$ cat src/rtl/kvl_pkg.sv
// Shared types and constants for the keyframe lerp core.
// No dependencies.
package kvl_pkg;
  localparam int MaxKeys = 64;
  localparam int IdxW = $clog2(MaxKeys);
  localparam int CntW = 7;
  localparam int TimeW = 31;
  localparam int ValW = 32;
  localparam int QDepth = 2;
  localparam logic [ValW-1:0] OneQ16 = 32'h0001_0000;

  localparam logic ActWrite = 1'b0;
  localparam logic ActQuery = 1'b1;
  localparam logic [0:0] RegKeyCount = 1'b0;
  localparam logic [0:0] RegTrackKind = 1'b1;

  typedef struct packed {
    logic              action;
    logic [5:0]        key_index;
    logic [TimeW-1:0]  key_time;
    logic signed [31:0] value_x;
    logic signed [31:0] value_y;
    logic signed [31:0] value_z;
    logic [TimeW-1:0]  query_time;
  } in_item_t;

  typedef struct packed {
    logic signed [31:0] out_x;
    logic signed [31:0] out_y;
    logic signed [31:0] out_z;
    logic [5:0]         segment_start;
    logic               between_keys;
  } out_item_t;

  typedef struct packed {
    logic [CntW-1:0] key_count;
    logic            track_kind;
  } cfg_t;

  // Classified work handed from front to back.
  typedef struct packed {
    logic             is_write;
    logic [5:0]       idx;
    logic [TimeW-1:0] tm;
    logic [ValW-1:0]  vx;
    logic [ValW-1:0]  vy;
    logic [ValW-1:0]  vz;
  } job_t;

  typedef enum logic [3:0] {
    S_IDLE, S_WR, S_LAST_RD, S_LAST_CHK, S_PROBE_RD, S_PROBE_CHK,
    S_PREV_RD, S_PREV_CHK, S_DIV, S_MUL, S_OUT
  } bk_state_t;
endpackage

$ cat src/rtl/kvl_front.sv
// Front end: accepts items, drops out-of-range writes, queues jobs.
// Depends on kvl_pkg.
module kvl_front (
  input  logic              clk,
  input  logic              rst,
  input  logic              start,
  input  kvl_pkg::in_item_t item,
  output logic              busy,
  output logic              job_valid,
  output kvl_pkg::job_t     job,
  input  logic              job_take
);
  kvl_pkg::job_t    q [kvl_pkg::QDepth];
  logic             wp;
  logic             rp;
  logic [1:0]       cnt;
  logic             push;
  logic             keep;
  kvl_pkg::job_t    nj;

  assign busy = (cnt == 2'(kvl_pkg::QDepth));
  assign push = start && !busy;
  assign keep = (item.action == kvl_pkg::ActQuery) ||
                ({1'b0, item.key_index} < 7'(kvl_pkg::MaxKeys));
  assign job_valid = (cnt != 2'd0);
  assign job = q[rp];

  always_comb begin
    nj.is_write = (item.action == kvl_pkg::ActWrite);
    nj.idx = item.key_index;
    nj.tm = nj.is_write ? item.key_time : item.query_time;
    nj.vx = item.value_x;
    nj.vy = item.value_y;
    nj.vz = item.value_z;
  end

  always_ff @(posedge clk) begin
    if (rst) begin
      wp <= 1'b0;
      rp <= 1'b0;
      cnt <= 2'd0;
    end else begin
      if (push && keep) begin
        q[wp] <= nj;
        wp <= wp + 1'b1;
      end
      if (job_valid && job_take) begin
        rp <= rp + 1'b1;
      end
      cnt <= cnt + 2'(push && keep) - 2'(job_valid && job_take);
    end
  end
endmodule

$ cat config.mk
export PLATFORM = sky130hd
export DESIGN_NAME = kvl_front
export DESIGN_NICKNAME = d
export VERILOG_FILES = /design/src/rtl/kvl_pkg.sv /design/src/rtl/kvl_front.sv
export SDC_FILE = /design/constraint.sdc
export NUM_CORES = 1
export LEC_CHECK = 0
export ABC_AREA = 1
export BUFFER_PORTS_ARGS = -buffer_cell sky130_fd_sc_hd__buf_2
export CORE_ASPECT_RATIO = 0.75
export CORE_MARGIN = 1
export CORE_UTILIZATION = 47
export CTS_CLUSTER_SIZE = 12
export DETAILED_ROUTE_END_ITERATION = 12
export HOLD_SLACK_MARGIN = 0.02
export PLACE_DENSITY = 0.74
export SYNTH_ARGS = -nofsm -noshare
export SYNTH_HDL_FRONTEND = slang
export SYNTH_SLANG_ARGS = --single-unit
$ cat constraint.sdc
create_clock -name clk -period 7.2 [get_ports clk]
set_input_delay 0.72 -clock clk [delete_from_list [all_inputs] [get_ports clk]]
set_output_delay 0.72 -clock clk [all_outputs]
set_load 0.01 [all_outputs]
# Word level (Yosys, flattened, before mapping)
# Memory sizes are Yosys's and may differ from the RTL's. A register that Yosys moved wholly into a read port is not among the register bits.
# Cells that the tools add are included.
[word_totals] output_inout_bits=136 reg_bits=4 inputBits=169 mem_bits_rw=268 memories=1 elab_cells=20
[mem_list] name="q" depth=2 word_bits=134 read_ports=1 rd_ports_with_merged_regs=1 wr=1 line="kvl_front.sv:13" source="kvl_pkg::job_t q [kvl_pkg::QDepth];"
[classes] muxes=6 bitwise_logic=1 reduce_logical=4 n_eq_ne=1 add_sub_neg=4
[op_table] operator="$mux W31" count=1
[op_table] operator="$mux W1" count=5
[op_table] operator="$add A1 B1 Y1 const B" count=2
[op_table] operator="$add A2 B1 Y2" count=1
[op_table] operator="$eq A2 B2 Y1 const B" count=1
[op_table] operator="$logic_and A1 B1 Y1" count=2
[op_table] operator="$reduce_bool A2 Y1" count=1
[op_table] operator="$sub A2 B1 Y2" count=1
[op_table] operator="$logic_not A1 Y1" count=1
[op_table] operator="$not A1 Y1" count=1

# Longest topological paths before layout
[logic_depth] word_depth=6 depth_mapped=10 depth_no_buf=10

# Worst setup path before layout
# Ideal clock, no wire load.
[synth_timing] kind="input port to flip-flop" from="input port rst" to="memory q[1][0] in the netlist's numbering, enable pin" n_path_buf=0 setup_ps=629 required_time_ps=6571 stages=3 arrival_time_ps=6415 slack_ps=156 path_cell_list="inv_1 -> nand2_1 -> nor2_1"
[synth_between] elab_chain_len=2
[synth_rtl] element="from (decl)" line="kvl_front.sv:5" source="input logic rst,"
[synth_rtl] element="$mux W1" line="kvl_front.sv:38" source="if (rst) begin"
[synth_rtl] element="$mux W1 (not written as such)" line="kvl_front.sv:44" source="q[wp] <= nj;"
[synth_rtl] element="to (decl)" line="kvl_front.sv:13"
# No other way between the ends.

==> results by stage <==
Worst setup path:
- The required time reported for the critical path endpoint is 6.48 ns.
- The arrival time at the worst endpoint is 3.19 ns.
- The maximum fanout count along the critical path is 74.
- The critical path start-end classification is reg2out.
- STA classifies the critical path startpoint as a flip-flop.
- The type of destination of the critical path is an output port.

Global routing:
- The initial antenna violation count is 3.
- The first global-routing pass estimated 30.50 mm of wire.
- Entering global routing, the biggest net connects 75 pins.
- The total global-route track usage is 0.1705.
- The via count of the first global-routing pass is roughly 5700.
- Summed over all layers, the global routing overflow is 0.

Clocking:
- TritonCTS built the clock tree.
- Buffers added to address setup during post-CTS repair amount to 0.
- The longest clock path from root to sink contains 3 buffers.
- The count of cells resized by post-cts repair is 0.
- The number of hold buffers added after CTS was 0.
- Clock tree synthesis selected as its root buffer the cell sky130_fd_sc_hd__clkbuf_16.
- TritonCTS created 27 clock buffers.
- At the later pin of the worst-skew pair, clock insertion delay measures 0.52 ns.
- The clock edge transition at the registers on the reported setup and hold paths is 0.06 ns.
- The total number of clock tree sinks is 273.
- CTS built an H-tree with a depth of 1.

STA:
- The final count of negative-setup-slack endpoints is 0.
- Across the routed clock network, the largest skew measured is 0.008105 ns.
- Measured against its own limit, the worst slew margin works out to 0.2663.
- Setup repair after global routing left no endpoint under its margin.
- The total negative slack is 0 ns.
- Timing would allow up to 0.2559 GHz.
- The actual transition at the worst max-transition pin is 1.101 ns.
- Of the available clock period, the critical path in the final layout requires 0.5427.
- The total count of hold-check failures in the final report is 0.
- The shortest period the worst path allows is 3.907 ns.
- The number of max-slew violations in the final report came to 0.

Power and ir drop:
- The proportion of power drawn by flip-flops and latches is 0.487.
- Summing internal, switching and leakage power gives 4.101 mW.
- Of the total power, the share spent switching nets is 0.2524.
- For this design the total switching power over the nets is 1.035 mW.
- The largest vdd supply drop is about 0.23 mV.
- Summed over all cells, the static leakage comes to 5.175 nW.
- Internal power comes to 3.066 mW.
- The clock network fraction of design power is 0.303.
- The power density normalized to cell area is 313.1 nW/um^2.
- The proportion of power drawn by combinational gates is 0.210.

Yosys:
- In this run, distinct cell masters in the synthesized netlist total 14.
- The synthesized netlist net count is 728.
- In the synthesized netlist, the number of instances is about 560.
- The average size of a mapped cell is 18.92 um^2.
- The post-synthesis register bit count is 273.
- The area share of the leading cell type in the synthesized netlist is 0.7636.
- The Yosys step of the flow raised 0 warnings.
- In this run the cell area of the synthesized design comes to 10540 um^2.
- In the post-synthesis netlist, the biggest area contributors are sky130_fd_sc_hd__edfxtp_1 76%, sky130_fd_sc_hd__mux2_4 8.5%, sky130_fd_sc_hd__mux2_2 7.9%.
- The cell accounting for the most synthesized area is sky130_fd_sc_hd__edfxtp_1.
- The sequential cell area fraction in the yosys report is 0.7731.

Route:
- The number of DRC markers after the initial detailed-route iteration is 359.
- The detailed-router iteration count before antenna repair is 4.
- The total number of vias is 5747.
- In the routed design, unresolved DRC markers number 0.
- The average wire length per cell after detail routing is 16.84 um.
- In this run the remaining antenna-violating nets after routing total 0.
- For this block, the routed nets add up to 19.95 mm of wire.
- The detail-routed via count per cell is 4.850.

Floorplan:
- The placeable core region is around 22000 um^2.
- In this run the vertical extent of the chip is 131.7 um.
- The number of cell rows is 47.
- For this configuration, the core starts out at a cell density of 0.4779.
- For this design the top-level I/O count stands at between 300 and 400.
- The total die area is 23030 um^2.
- The die is 174.9 um wide.

Run:
- The number of max-capacitance violations reported is 0.

Place:
- The final RePlAce weighted congestion is 0.7711.
- The HPWL after detailed placement is 13.58 mm.
- The count of buffers added on input and output ports is 304.

Finish:
- Leaving out fill and tap cells, the most frequent cells in the layout are 304 x sky130_fd_sc_hd__buf_2, 268 x sky130_fd_sc_hd__edfxtp_1, 100 x sky130_fd_sc_hd__nand2_1.
- From synthesis to final layout, the design area changed by 24.28%.
- The net count of the finished layout is about 1000.
- The share of final-layout standard cells stronger than drive strength 1 is 0.5354.
- Leaving out fill and tap cells, the most frequent cell in the layout is sky130_fd_sc_hd__buf_2.

Run status:
- The flow ran to the end, and the final reports show no timing, DRC or antenna violations.

Min path:
- The class of the most critical hold timing path is in2reg.
## kinds of logic after synthesis
| group | Yosys count | share of synthesized area |
|---|---|---|
| adders and majority gates | 2 | 0.002374 |
| buffers and inverters | 32 | 0.01805 |
| AOI/OAI and AO/OA | 3 | 0.001424 |
| and+or+nand+nor | 113 | 0.04048 |
| muxes | 134 | 0.1645 |
| DFF | 273 | 0.7731 |
## power groups by stage
| stage | registers, mW | clock network (mW) | logic, mW |
|---|---|---|---|
| 2_1_floorplan | 1.99 | 0 | 0.619 |
| 3_3_place_gp | 2.03 | 0 | 0.855 |
| 3_5_place_dp | 2.04 | 0 | 0.869 |
| 4_1_cts | 2.00 | 1.28 | 0.874 |
| 5_1_grt | 2.01 | 1.33 | 0.927 |
| 6_report | 2.00 | 1.24 | 0.861 |
## critical path, cell delays in order (launching register included)
cell	delay, ns
sky130_fd_sc_hd__dfxtp_4	0.99
sky130_fd_sc_hd__buf_4	0.97
sky130_fd_sc_hd__mux2_2	0.43
sky130_fd_sc_hd__buf_2	0.14
## final cells by class
class | count | area, um^2
fillers | 1690 | 8955
flip-flops and latches | 273 | 8152
multi-input cells | 252 | 2208
repair buffers | 308 | 1551
clock buffers | 43 | 755.7
well taps | 294 | 367.9
inverters | 11 | 43.79
clock inverters | 2 | 13.76
diodes | 2 | 5.005
## worst paths after layout
kind | from | endpoint | slack [ns] | cells past startpoint
worst min-delay path | item[43] | q[0][12] | 0.39 | 1
worst min register to register | rp | flip-flop | 0.51 | 2
worst max register to register | cnt[1] | q[0][35] | 4.52 | 6
worst max-delay path | flip-flop | job[38] | 3.29 | 3
## stage by stage
step / worst slack [ns] / utilization / std cells / hold slack, ns / cell area (um^2)
after floorplan: 0.1560 / - / 557 / 0.4675 / 10540
after global placement: 3.877 / 0.5588 / 1138 / 0.4833 / 12320
after detailed placement: 3.828 / 0.5588 / 1138 / 0.4999 / 12320
after CTS: 3.285 / 0.5937 / 1183 / 0.3604 / 13090
after global routing: 3.154 / 0.5938 / 1184 / 0.3583 / 13100
final: 3.293 / 0.5939 / 1185 / 0.3897 / 13100
## layer usage
metal	global-route usage	routed length, um
met4	0.04831	511
met1	0.2247	8523
met3	0.05122	1545
met2	0.2740	9362
met5	0	10
## Yosys cell counts, drive strengths merged
library cell and instances:
nand2 100, ha 2, o21ai 2, a21oi 1
nand3 2, edfxtp 268, clkbuf 5, dfxtp 5
inv 11, buf 16, mux2 134, nor2 11
## flip-flops by register name, summed over array words and instances (netlist names), named ones only
register,cells
q,268
cnt,2
wp,1
rp,1
Power figures use the tool's default switching activity.
